### src/rtl/bsd_pkg.sv
package bsd_pkg;

	// Saturation limits; the run and indent registers are 8 bits wide.
	localparam int MAX_NEWLINE_RUN = 255;
	localparam int MAX_INDENT = 255;
	localparam logic [7:0] RUN_CAP = 8'((MAX_NEWLINE_RUN < 255) ? MAX_NEWLINE_RUN : 255);
	localparam logic [7:0] IND_CAP = 8'((MAX_INDENT < 255) ? MAX_INDENT : 255);

	localparam logic [7:0] CH_DASH = 8'h2D;
	localparam logic [7:0] CH_PLUS = 8'h2B;
	localparam logic [7:0] CH_ONE = 8'h31;
	localparam logic [7:0] CH_NINE = 8'h39;
	localparam logic [7:0] CH_HASH = 8'h23;
	localparam logic [7:0] CH_CR = 8'h0D;
	localparam logic [7:0] CH_LF = 8'h0A;
	localparam logic [7:0] CH_SPACE = 8'h20;
	localparam logic [7:0] CH_TAB = 8'h09;
	localparam logic [7:0] CH_GT = 8'h3E;
	localparam logic [7:0] CH_ZERO = 8'h30;

	typedef enum logic [2:0] {
		PH_IND,
		PH_MOD,
		PH_WS,
		PH_COMMENT,
		PH_CR,
		PH_LINE,
		PH_CONTENT,
		PH_DONE
	} phase_t;

	typedef enum logic [1:0] {
		TAIL_CLIP,
		TAIL_STRIP,
		TAIL_KEEP
	} chomp_t;

	typedef enum logic [1:0] {
		END_EOI,
		END_DEDENT,
		END_TAB
	} end_reason_t;

	typedef struct packed {
		logic [7:0] newline_run;
		logic       char_valid;
		logic [7:0] out_char;
		logic       done_res;
		logic [1:0] end_reason;
		logic       handed_back;
		logic       overflow;
		logic       last;
	} res_t;

endpackage

### src/rtl/block_scalar_decoder_unit.sv
// Block scalar decoder: one document byte in per transfer, up to two results out.
// Results pass through the input register and then the result queue.
// Throughput: one byte per cycle while the result queue has room; a folding space yields
// a second result, and the input stage waits while the two-entry queue cannot take them.
// Reset (arst_n low, asynchronous): decoder back to expecting the indicator,
// input stage and result queue emptied.
module block_scalar_decoder_unit (
	input  logic       clk,
	input  logic       arst_n,
	input  logic       in_valid,
	output logic       in_stall,
	input  logic [7:0] in_byte,
	input  logic       end_of_input,
	output logic       out_valid,
	input  logic       out_stall,
	output logic [7:0] newline_run,
	output logic       char_valid,
	output logic [7:0] out_char,
	output logic       done_res,
	output logic [1:0] end_reason,
	output logic       handed_back,
	output logic       overflow,
	output logic       last
);
	import bsd_pkg::*;

	// Input register stage
	logic       valid_s1;
	logic [7:0] byte_s1;
	logic       eoi_s1;

	// Decoder state
	phase_t     phase_q;
	logic       folded_q;
	chomp_t     chomp_q;
	logic       indent_known_q;
	logic [7:0] block_indent_q;
	logic [7:0] line_indent_q;
	logic [7:0] pending_q;
	logic       has_content_q;
	logic       any_output_q;
	logic       lost_q;

	// Next-state values
	phase_t     phase_d;
	logic       folded_d;
	chomp_t     chomp_d;
	logic       indent_known_d;
	logic [7:0] block_indent_d;
	logic [7:0] line_indent_d;
	logic [7:0] pending_d;
	logic       has_content_d;
	logic       any_output_d;
	logic       lost_d;

	// Results for the byte in stage 1
	res_t       res0;
	res_t       res1;
	logic [1:0] nres;
	logic       do_line;

	// Two-entry result queue
	res_t       ent_q [2];
	logic       wr_ptr_q;
	logic       rd_ptr_q;
	logic [1:0] cnt_q;
	logic       pop;
	logic [1:0] free_slots;
	logic       fire;

	// Run released at the end of the block, after chomping.
	function automatic logic [7:0] chomp_run(chomp_t mode, logic anyout, logic [7:0] pend);
		logic [7:0] run;
		case (mode)
			TAIL_STRIP: run = 8'd0;
			TAIL_KEEP:  run = pend;
			default:    run = (anyout && pend != 8'd0) ? 8'd1 : 8'd0;
		endcase
		return run;
	endfunction

	// Decode step: everything one byte does to the state, in one pass.
	always_comb begin
		phase_d        = phase_q;
		folded_d       = folded_q;
		chomp_d        = chomp_q;
		indent_known_d = indent_known_q;
		block_indent_d = block_indent_q;
		line_indent_d  = line_indent_q;
		pending_d      = pending_q;
		has_content_d  = has_content_q;
		any_output_d   = any_output_q;
		lost_d         = lost_q;
		res0           = '0;
		res1           = '0;
		nres           = 2'd0;
		do_line        = 1'b0;

		if (phase_q == PH_DONE) begin
			// Block already ended: swallow everything until reset.
		end else if (eoi_s1) begin
			res0.newline_run = chomp_run(chomp_q, any_output_q, pending_q);
			res0.done_res    = 1'b1;
			res0.end_reason  = END_EOI;
			res0.overflow    = lost_q;
			nres             = 2'd1;
			pending_d        = 8'd0;
			lost_d           = 1'b0;
			phase_d          = PH_DONE;
		end else begin
			case (phase_q)
				PH_IND: begin
					folded_d = (byte_s1 == CH_GT);
					phase_d  = PH_MOD;
				end
				PH_MOD, PH_WS: begin
					if (phase_q == PH_MOD && byte_s1 == CH_DASH) begin
						chomp_d = TAIL_STRIP;
					end else if (phase_q == PH_MOD && byte_s1 == CH_PLUS) begin
						chomp_d = TAIL_KEEP;
					end else if (phase_q == PH_MOD && byte_s1 >= CH_ONE &&
							byte_s1 <= CH_NINE) begin
						block_indent_d = byte_s1 - CH_ZERO;
						indent_known_d = 1'b1;
					end else if (byte_s1 == CH_SPACE || byte_s1 == CH_TAB) begin
						phase_d = PH_WS;
					end else if (byte_s1 == CH_HASH) begin
						phase_d = PH_COMMENT;
					end else if (byte_s1 == CH_CR) begin
						phase_d = PH_CR;
					end else if (byte_s1 == CH_LF) begin
						phase_d       = PH_LINE;
						line_indent_d = 8'd0;
					end else begin
						// stray header byte opens the first line
						phase_d       = PH_LINE;
						line_indent_d = 8'd0;
						do_line       = 1'b1;
					end
				end
				PH_COMMENT: begin
					if (byte_s1 == CH_CR) begin
						phase_d = PH_CR;
					end else if (byte_s1 == CH_LF) begin
						phase_d       = PH_LINE;
						line_indent_d = 8'd0;
					end
				end
				PH_CR: begin
					phase_d       = PH_LINE;
					line_indent_d = 8'd0;
					do_line       = (byte_s1 != CH_LF);
				end
				PH_LINE: begin
					do_line = 1'b1;
				end
				default: begin
					// inside a content line
					if (byte_s1 == CH_CR || byte_s1 == CH_LF) begin
						if (pending_q < RUN_CAP) begin
							pending_d = pending_q + 8'd1;
						end else begin
							lost_d = 1'b1;
						end
						if (byte_s1 == CH_CR) begin
							phase_d = PH_CR;
						end else begin
							line_indent_d = 8'd0;
							phase_d       = PH_LINE;
						end
					end else begin
						res0.newline_run = pending_q;
						res0.char_valid  = 1'b1;
						res0.out_char    = byte_s1;
						res0.overflow    = lost_q;
						nres             = 2'd1;
						pending_d        = 8'd0;
						lost_d           = 1'b0;
						any_output_d     = 1'b1;
					end
				end
			endcase

			// Start-of-line handling: indentation, blank lines, first content byte.
			if (do_line) begin
				if (byte_s1 == CH_SPACE) begin
					if (line_indent_d < IND_CAP) begin
						line_indent_d = line_indent_d + 8'd1;
					end
				end else if (byte_s1 == CH_LF || byte_s1 == CH_CR) begin
					if (pending_q < RUN_CAP) begin
						pending_d = pending_q + 8'd1;
					end else begin
						lost_d = 1'b1;
					end
					if (byte_s1 == CH_LF) begin
						line_indent_d = 8'd0;
					end else begin
						phase_d = PH_CR;
					end
				end else if (byte_s1 == CH_TAB) begin
					res0.newline_run = chomp_run(chomp_q, any_output_q, pending_q);
					res0.done_res    = 1'b1;
					res0.end_reason  = END_TAB;
					res0.handed_back = 1'b1;
					res0.overflow    = lost_q;
					nres             = 2'd1;
					pending_d        = 8'd0;
					lost_d           = 1'b0;
					phase_d          = PH_DONE;
				end else begin
					// first content line fixes the indent
					if (!indent_known_d) begin
						block_indent_d = line_indent_d;
						indent_known_d = 1'b1;
					end
					if (line_indent_d < block_indent_d) begin
						// dedent: hand the byte back and close
						res0.newline_run = chomp_run(chomp_q, any_output_q, pending_q);
						res0.done_res    = 1'b1;
						res0.end_reason  = END_DEDENT;
						res0.handed_back = 1'b1;
						res0.overflow    = lost_q;
						nres             = 2'd1;
						pending_d        = 8'd0;
						lost_d           = 1'b0;
						phase_d          = PH_DONE;
					end else if (folded_q && has_content_q && pending_q <= 8'd1) begin
						// single break folds into a space ahead of the char
						res0.char_valid  = 1'b1;
						res0.out_char    = CH_SPACE;
						res1.char_valid  = 1'b1;
						res1.out_char    = byte_s1;
						res1.overflow    = lost_q;
						nres             = 2'd2;
						pending_d        = 8'd0;
						lost_d           = 1'b0;
						any_output_d     = 1'b1;
						has_content_d    = 1'b1;
						phase_d          = PH_CONTENT;
					end else begin
						// folded mode drops the first of several breaks
						res0.newline_run = (folded_q && has_content_q) ?
							pending_q - 8'd1 : pending_q;
						res0.char_valid  = 1'b1;
						res0.out_char    = byte_s1;
						res0.overflow    = lost_q;
						nres             = 2'd1;
						pending_d        = 8'd0;
						lost_d           = 1'b0;
						any_output_d     = 1'b1;
						has_content_d    = 1'b1;
						phase_d          = PH_CONTENT;
					end
				end
			end
		end

		// Tag the final result of this byte.
		if (nres == 2'd2) begin
			res1.last = 1'b1;
		end else if (nres == 2'd1) begin
			res0.last = 1'b1;
		end
	end

	// Queue bookkeeping: the byte in stage 1 advances only when its results fit.
	assign pop        = (cnt_q != 2'd0) && !out_stall;
	assign free_slots = 2'd2 - cnt_q + {1'b0, pop};
	assign fire       = valid_s1 && (nres <= free_slots);
	assign in_stall   = valid_s1 && !fire;

	// Input register: load whenever the stage is empty or moving on.
	always_ff @(posedge clk or negedge arst_n) begin
		if (!arst_n) begin
			valid_s1 <= 1'b0;
		end else if (!in_stall) begin
			valid_s1 <= in_valid;
		end
	end

	always_ff @(posedge clk) begin
		if (in_valid && !in_stall) begin
			byte_s1 <= in_byte;
			eoi_s1  <= end_of_input;
		end
	end

	// Decoder state advances once per byte that leaves stage 1.
	always_ff @(posedge clk or negedge arst_n) begin
		if (!arst_n) begin
			phase_q        <= PH_IND;
			folded_q       <= 1'b0;
			chomp_q        <= TAIL_CLIP;
			indent_known_q <= 1'b0;
			block_indent_q <= 8'd0;
			line_indent_q  <= 8'd0;
			pending_q      <= 8'd0;
			has_content_q  <= 1'b0;
			any_output_q   <= 1'b0;
			lost_q         <= 1'b0;
		end else if (fire) begin
			phase_q        <= phase_d;
			folded_q       <= folded_d;
			chomp_q        <= chomp_d;
			indent_known_q <= indent_known_d;
			block_indent_q <= block_indent_d;
			line_indent_q  <= line_indent_d;
			pending_q      <= pending_d;
			has_content_q  <= has_content_d;
			any_output_q   <= any_output_d;
			lost_q         <= lost_d;
		end
	end

	// Result queue pointers and fill count.
	always_ff @(posedge clk or negedge arst_n) begin
		if (!arst_n) begin
			wr_ptr_q <= 1'b0;
			rd_ptr_q <= 1'b0;
			cnt_q    <= 2'd0;
		end else begin
			if (fire) begin
				wr_ptr_q <= wr_ptr_q ^ nres[0];
			end
			if (pop) begin
				rd_ptr_q <= ~rd_ptr_q;
			end
			cnt_q <= cnt_q - {1'b0, pop} + (fire ? nres : 2'd0);
		end
	end

	// Result slots: hold payload, written in order from the write pointer.
	always_ff @(posedge clk) begin
		if (fire && nres != 2'd0) begin
			ent_q[wr_ptr_q] <= res0;
		end
		if (fire && nres == 2'd2) begin
			ent_q[~wr_ptr_q] <= res1;
		end
	end

	assign out_valid   = (cnt_q != 2'd0);
	assign newline_run = ent_q[rd_ptr_q].newline_run;
	assign char_valid  = ent_q[rd_ptr_q].char_valid;
	assign out_char    = ent_q[rd_ptr_q].out_char;
	assign done_res    = ent_q[rd_ptr_q].done_res;
	assign end_reason  = ent_q[rd_ptr_q].end_reason;
	assign handed_back = ent_q[rd_ptr_q].handed_back;
	assign overflow    = ent_q[rd_ptr_q].overflow;
	assign last        = ent_q[rd_ptr_q].last;

endmodule
### config.mk
export PLATFORM = sky130hd
export DESIGN_NAME = block_scalar_decoder_unit
export DESIGN_NICKNAME = d
export VERILOG_FILES = /design/src/rtl/bsd_pkg.sv /design/src/rtl/block_scalar_decoder_unit.sv
export SDC_FILE = /design/constraint.sdc
export NUM_CORES = 1
export LEC_CHECK = 0
export BUFFER_PORTS_ARGS = -buffer_cell sky130_fd_sc_hd__buf_2
export CAP_MARGIN = 5
export CORE_MARGIN = 1.5
export CORE_UTILIZATION = 55
export DETAILED_ROUTE_END_ITERATION = 8
export PLACE_DENSITY = 0.8
export SLEW_MARGIN = 15
export SYNTH_ARGS = -nofsm -noshare
export SYNTH_HDL_FRONTEND = slang
export SYNTH_SLANG_ARGS = --single-unit
### constraint.sdc
create_clock -name clk -period 6.6 [get_ports clk]
set_clock_uncertainty 0.05 [all_clocks]
set_input_delay 0.33 -clock clk [delete_from_list [all_inputs] [get_ports clk]]
set_output_delay 0.33 -clock clk [all_outputs]
set_load 0.01 [all_outputs]
==> results of run 1 <==
==> flip-flops by register name, indices dropped and copies added (netlist names) <==
name            flops
ent_q              46
block_indent_q      8
byte_s1             8
line_indent_q       8
pending_q           8
phase_q             3
chomp_q             2
cnt_q               2
any_output_q        1
eoi_s1              1
folded_q            1
has_content_q       1
indent_known_q      1
lost_q              1
rd_ptr_q            1
valid_s1            1
wr_ptr_q            1
==> per-layer routing <==
metal,up-vias,wire (microns),track usage [%]
met5,-,0,0
met4,0,468,13.1
met3,44,1240,3.98
met2,273,7700,46.7
met1,2605,6600,36.9
li1,2515,-,-
==> worst paths after layout <==
check	from	end	slack, ns	cells past startpoint
max in group asynchronous	arst_n	any_output_q	5.86	1
min reg2reg	ent_q[1][3]	ent_q[1][3]	0.41	2
min	arst_n	rd_ptr_q	0.04	1
max reg2reg	byte_s1[5]	cnt_q[1]	0.29	30
max	byte_s1[5]	cnt_q[1]	0.29	30
min in group clk	in_byte[6]	byte_s1[6]	0.07	1
==> worst reg2reg max path, delay by kind of cell, from the launching register on <==
family	cells	cell delay [ns]
AOI/OAI and AO/OA	9	1.73
DFF	1	0.46
adders and majority gates	5	1.19
and+or+nand+nor	9	1.84
xor gates and xnor gates	3	0.48
buffers and inverters	4	0.48
==> cell usage in the layout, fill, tap and decap left out, types with 7 or more instances in the layout <==
| cell type | Yosys | routed |
|---|---|---|
| nor2_1 | 61 | 61 |
| nand2_1 | 58 | 56 |
| dfrtp_1 | 39 | 39 |
| buf_2 | 11 | 37 |
| o21ai_0 | 33 | 32 |
| edfxtp_1 | 31 | 31 |
| inv_1 | 28 | 27 |
| buf_4 | 3 | 27 |
| mux2_2 | 25 | 25 |
| dfxtp_1 | 24 | 24 |
| a21oi_1 | 26 | 23 |
| nand3_1 | 23 | 23 |
| ha_1 | 21 | 20 |
| and2_1 | 17 | 16 |
| nor2b_1 | 13 | 12 |
| nand4_1 | 11 | 11 |
| and3_1 | 10 | 10 |
| o211ai_1 | 9 | 9 |
| a31oi_1 | 9 | 9 |
| nor3_1 | 9 | 9 |
| clkbuf_8 | 0 | 9 |
| a21o_1 | 8 | 8 |
| nand2b_1 | 7 | 7 |
| xnor2_1 | 8 | 7 |
| a221oi_1 | 7 | 7 |
==> power breakdown <==
part	total, mW	internal, mW	switching [mW]
combinational	0.517	0.252	0.265
sequential	0.782	0.678	0.104
clock	0.353	0.139	0.214
total	1.65	1.07	0.583
==> per-stage QoR <==
stage | cells | setup WS (ns) | hold slack, ns | TNS (ns)
after floorplan | 652 | 0.0760 | -0.0156 | 0
after global placement | 811 | 0.178 | 0.390 | 0
after detailed placement | 811 | -0.225 | 0.397 | -2.60
after CTS | 828 | 0.00351 | 0.0548 | 0
after global routing | 837 | -0.108 | 0.0584 | -0.253
final | 837 | 0.293 | 0.0411 | 0
==> cell families after synthesis <==
group                      count (synthesis)
and+or+nand+nor                          253
AOI/OAI and AO/OA                        179
DFF                                       94
buffers and inverters                     64
muxes                                     30
adders and majority gates                 21
xor gates and xnor gates                  11
==> area by class of cell <==
cell class	count	area (sq um)	share of cell area (%)
clock buffers	11	131	1.96
inverters	28	105	1.56
flip-flops and latches	94	2390	35.5
repair buffers	64	388	5.77
well taps	140	175	2.61
clock inverters	5	37.5	0.559
multi-input cells	495	3490	52.0
==> what timing repair did <==
item,CTS,global route
cloned,0,1
pin swaps,1,5
buffers inserted,1,8
gates resized for setup,2,21
endpoints found under the setup margin,59,100
==> PnR_summary.wiki, run 1 <==
{| class="wikitable"
! Metric !! Value
|-
| Status || finished clean
|-
| Dominant combinational cell family by area after synthesis || compound AO/OA/AOI/OAI gates
|-
| Via count of the first global-routing pass || 5218
|-
| Fraction of synthesized area in multiplexers || 5.47%
|-
| Top_reg_cell synth || dfrtp_1
|-
| HPWL Detailed || 11.7 mm
|-
| Count of max-cap constraint violations || 0
|-
| Largest stage delay on the critical path || 0.54 ns
|-
| Fin area || 6720 sq um
|-
| Arrival time of data at the critical path endpoint || 6.56 ns
|-
| H-tree depth reported by CTS || 3
|-
| Critical Path End Type || flop
|-
| Slew HR || 34.4%
|-
| Time the worst path needs with I/O delays and setup || 6.31 ns
|-
| Initial Utilization || 56.2%
|-
| Number of buffers created by CTS || 9
|-
| Top-level I/O count || 38
|-
| Actual slew at the worst max-slew pin || 0.984 ns
|-
| Post-synthesis sequential element count || 94
|-
| Xor/xnor cell area share of the yosys netlist || 1.59%
|-
| Share of synthesized cell area in full adder, half adder and majority cells || 4.33%
|-
| Worst path buffer plus inverter count || 4
|-
| Initial antenna violation count || 0
|-
| DR vias || 5437
|-
| Post-route clock period utilization || 95.6%
|-
| Gate family responsible for the most delay along the worst path || simple AND/OR/NAND/NOR gates
|-
| Global-route usage over all layers || 28.3%
|-
| DRT iter0 DRCs || 644
|-
| Cell with the largest stage delay on the worst path || or4bb_1
|-
| Compound-Gate Fraction of Synth Area || 22.5%
|-
| Biggest area contributors in the synthesized netlist || dfrtp_1 16%, edfxtp_1 15%, dfxtp_1 7.9%, mux2_2 4.6%, ha_1 4.3%
|-
| Num rows || 38
|-
| Power consumption || 1.65 mW
|-
| Max rail drop VDD || 0.000317 V
|-
| Filler cells || 910
|-
| Area delta synth->final || 10.8%
|-
| Power density over the cells || 246 nW/um^2
|-
| Clock insertion delay at the later pin of the skew report || 0.38 ns
|-
| Final Hold Fails || 0
|-
| Final-report max-slew violation count || 0
|-
| Number of remaining DRC errors || 0
|-
| Average wire per standard cell || 19.1 microns
|-
| Total overflow reported by the global router || 0
|-
| Share of post-route cells with drive strength above 1 || 21.7%
|-
| Number of nets in the finished design || 726
|-
| Min-delay worst type || in -> async
|-
| Number of warnings reported in the yosys synthesis log || 0
|-
| Class of the most critical setup path || reg -> reg
|-
| First-pass GRT wire length || 25.8 mm
|-
| Critical path data required time || 6.85 ns
|-
| Count of flip-flops with a built-in enable after synthesis || 31
|-
| Largest net degree at the start of global routing || 40
|-
| Detailed Route WL || 16.0 mm
|-
| Syn Std Cell Area || 6060 sq um
|-
| Post-synthesis simple-gate area fraction || 22.2%
|-
| Most common library cells after synthesis || 61 x nor2_1, 58 x nand2_1, 39 x dfrtp_1
|-
| Number of vias per cell || 6.50
|-
| Maximum fanout along the worst path || 5
|-
| Number of clock sinks || 94
|-
| Worst setup SP type || flop
|-
| Post-Syn Area per Cell || 9.30 sq um
|-
| Cell with the most instances after synthesis || nor2_1
|-
| Clock tree from TritonCTS || done
|-
| Die footprint || 11700 sq um
|-
| Number of library cell types mapped by synthesis || 90
|-
| Most frequent cell on the critical path || ha_1
|-
| Proportion of netlist area held by the largest area contributor || 16.1%
|-
| Sequential-to-total area share from yosys stat || 39.4%
|-
| Diodes inserted || 0
|-
| Clock slew at reported path FFs || 0.10 ns
|-
| Number of port buffers || 37
|-
| Setup-failing EPs final || 0
|-
| Number of optimization iterations in the first detailed-route pass || 6
|-
| Antenna viol nets, final || 0
|-
| Vertical extent of the die || 108 microns
|-
| Core area || 10800 sq um
|-
| Max Freq || 159 MHz
|-
| Static Leakage || 2.81 nW
|-
| Post-layout utilization of the core || 62.2%
|-
| Placed Area || 6390 sq um
|-
| Number of instances in the synthesized netlist || 652
|-
| Synth area leader || dfrtp_1
|-
| Die X || 108 microns
|-
| Total nets after synthesis || 686
|-
| Buffer levels on the longest clock path || 2
|-
| Final weighted congestion of routability-driven global placement || 1.01
|-
| Async set-or-reset flop fraction in the synthesized netlist || 41.5%
|-
| Clock tree root buffer cell || clkbuf_8
|-
| Post-CTS Hold Fix Bufs || 0
|}
Power figures use the tool's default switching activity.
==> inputs of run 2 (changes only) <==
--- a/config.mk
+++ b/config.mk
@@ -8,9 +8,10 @@
 export BUFFER_PORTS_ARGS = -buffer_cell sky130_fd_sc_hd__buf_2
 export CAP_MARGIN = 5
 export CORE_MARGIN = 1.5
-export CORE_UTILIZATION = 55
+export CORE_UTILIZATION = 32
 export DETAILED_ROUTE_END_ITERATION = 8
-export PLACE_DENSITY = 0.8
+export PLACE_DENSITY = 0.53
+export SKIP_CTS_REPAIR_TIMING = 1
 export SLEW_MARGIN = 15
 export SYNTH_ARGS = -nofsm -noshare
 export SYNTH_HDL_FRONTEND = slang
==> run 2 against run 1 <==
  * Sequential cell count unchanged
  * Maximum frequency is 0.31% higher
  * Count of clock-buffer cells in the layout grew 1
  * Core utilization fell by 25 points
  * Final cell count rose by 11%
  * Non-clock buffer count down 2
  * Power is 12% higher
  * Combinational power hardly changed
  * Largest power group unchanged
==> PnR_summary.wiki, run 2 (synthesized netlist as in run 1, its figures left out) <==
{| class="wikitable"
! Metric !! Value
|-
| Cell with the largest stage delay on the worst path || or4bb_4
|-
| Minimum setup slack among reg-to-reg paths || 0.31 ns (+0.02 ns)
|-
| Num rows || 50 (+32%)
|-
| H-tree depth reported by CTS || 3 (unchanged)
|-
| Average wire per standard cell || 18.6 microns (-2.8%)
|-
| Cell depth of the worst flop-to-flop path || 30 (unchanged)
|-
| Post-route clock period utilization || 95.3% (-0.29 points)
|-
| First-pass GRT wire length || 28.1 mm (+9.0%)
|-
| Commonest cells after routing, fill and taps aside || 61 x nor2_1, 56 x nand2_1, 39 x dfrtp_1, 37 x buf_2, 32 x o21ai_0
|-
| Status || finished clean
|-
| Number of vias per cell || 5.67 (-13%)
|-
| Top-level I/O count || 38 (unchanged)
|-
| Final hold slack || 0.0857 ns (+0.0446 ns)
|-
| Class of the most critical setup path || reg -> reg
|-
| Clock tree from TritonCTS || done
|-
| Most common library cell in the layout ignoring fill and taps || nor2_1
|-
| Max Freq || 159 MHz (+0.31%)
|-
| Detailed Route WL || 17.3 mm (+7.8%)
|-
| Initial Utilization || 32.5% (-24 points)
|-
| DRT iter0 DRCs || 350 (-46%)
|-
| Final-report max-slew violation count || 0 (unchanged)
|-
| Setup-failing EPs final || 0 (unchanged)
|-
| Static Leakage || 2.86 nW (+1.7%)
|-
| Critical Path End Type || flop
|-
| Core area || 18600 sq um (+73%)
|-
| Launching element of the worst setup path || byte_s1[4]
|-
| DR vias || 5264 (-3.2%)
|-
| Vertical extent of the die || 141 microns (+30%)
|-
| Worst setup SP type || flop
|-
| Number of port buffers || 37 (unchanged)
|-
| Largest stage delay on the critical path || 0.55 ns (about the same)
|-
| Buffer levels on the longest clock path || 2 (unchanged)
|-
| Diodes inserted || 0 (unchanged)
|-
| Critical path destination || cnt_q[1]
|-
| Actual slew at the worst max-slew pin || 1.05 ns (+0.0709 ns)
|-
| Arrival time of data at the critical path endpoint || 6.50 ns (-0.06 ns)
|-
| Die footprint || 19800 sq um (+70%)
|-
| Maximum fanout along the worst path || 8 (+3)
|-
| Most flops, register || ent_q
|-
| Total overflow reported by the global router || 0 (unchanged)
|-
| Final weighted congestion of routability-driven global placement || 0.911 (-9.7%)
|-
| Die X || 141 microns (+30%)
|-
| Power density over the cells || 267 nW/um^2 (+8.7%)
|-
| Number of remaining DRC errors || 0 (unchanged)
|-
| Number of buffers created by CTS || 9 (unchanged)
|-
| Clock tree root buffer cell || clkbuf_16
|-
| Largest net degree at the start of global routing || 40 (unchanged)
|-
| Fin area || 6920 sq um (+3.0%)
|-
| Global-route usage over all layers || 18.1% (-10 points)
|-
| Number of flip-flops in the largest register || 46 (unchanged)
|-
| Placed Area || 6530 sq um (+2.2%)
|-
| End of the worst register-to-register path || cnt_q[1]
|-
| Count of max-cap constraint violations || 0 (unchanged)
|-
| Via count of the first global-routing pass || 5275 (+1.1%)
|-
| Filler cells || 1887 (+110%)
|-
| Slew HR || 29.7% (-4.7 points)
|-
| Final Hold Fails || 0 (unchanged)
|-
| Start of the worst register-to-register path || byte_s1[4]
|-
| Share of post-route cells with drive strength above 1 || 20.6% (-1.1 points)
|-
| Min-delay worst type || in -> async
|-
| Post-placement cell count || 908 (+12%)
|-
| Post-route insts no fill || 928 (+11%)
|-
| Initial antenna violation count || 0 (unchanged)
|-
| Time the worst path needs with I/O delays and setup || 6.29 ns (-0.0193 ns)
|-
| Number of nets in the finished design || 723 (-0.41%)
|-
| Most frequent cell on the critical path || ha_1
|-
| Clock slew at reported path FFs || 0.08 ns (-0.02 ns)
|-
| Area delta synth->final || 14.1%
|-
| Clock insertion delay at the later pin of the skew report || 0.36 ns (-0.02 ns)
|-
| Number of optimization iterations in the first detailed-route pass || 6 (unchanged)
|-
| Max rail drop VDD || 0.000131 V (-59%)
|-
| HPWL Detailed || 12.7 mm (+8.7%)
|-
| Number of clock sinks || 94 (unchanged)
|-
| Critical path data required time || 6.82 ns (-0.03 ns)
|-
| Antenna viol nets, final || 0 (unchanged)
|}
run 2: cell types whose count changed in the layout (fill, tap and decap cells not counted), moves of 2 or more:
cell       before  now
a21oi_2         5    2
a211oi_2        4    2
clkinv_4        3    1
clkbuf_1        2    0
clkbuf_16       0   11
a211oi_1        6    8
buf_4          27   25
a21oi_1        23   26
clkbuf_8        9    0
run 2: per-stage QoR:
step           util (%)  power (mW)  setup slack [ns]  TNS (ns)
5_1_grt            37.1        1.96           -0.0131   -0.0131
2_1_floorplan         -        1.12            0.0760         0
3_3_place_gp       35.0        1.28             0.218         0
6_report           37.1        1.85             0.312         0
3_5_place_dp       35.0        1.30           -0.0532   -0.0532
4_1_cts            36.7        1.86           -0.0927   -0.0999
run 2: power by group:
part           total (mW)  switching (mW)  internal [mW]
combinational       0.519           0.269          0.251
clock               0.552           0.245          0.308
sequential          0.778          0.0997          0.678
total                1.85           0.613           1.24
run 2: worst max-delay path, delay by kind of cell (launching register included):
family	cells	cell delay, ns
buffers and inverters	4	0.41
XOR/XNOR	3	0.50
AND/OR/NAND/NOR	8	1.67
adder cells (fa/ha/maj)	5	1.23
flip-flops	1	0.43
AO/OA/AOI/OAI	10	1.88
run 2: area by class of cell:
cell class,count,area [sq um],area share [%]
multi-input cells,494,3440,49.8
flip-flops and latches,94,2390,34.5
repair buffers,62,373,5.39
well taps,234,293,4.23
clock buffers,12,280,4.05
inverters,28,105,1.52
clock inverters,4,33.8,0.488
run 2: worst min-delay path by stage:
| stage | slack (ns) | to | from |
|---|---|---|---|
| 2_1_floorplan | -0.02 | any_output_q | arst_n |
| 6_report | 0.09 | pending_q[7] | arst_n |
| 4_1_cts | 0.08 | byte_s1[1] | in_byte[1] |
| 5_1_grt | 0.08 | eoi_s1 | end_of_input |
| 3_5_place_dp | 0.40 | ent_q[1][2] | ent_q[1][2] |
| 3_3_place_gp | 0.39 | ent_q[1][4] | ent_q[1][4] |
run 2: layer usage:
layer  track usage [%]  share of wire, %
met1              22.6                44
met2              30.9                50
met3              4.11               4.7
met4              5.81               1.4
met5                 0                 0
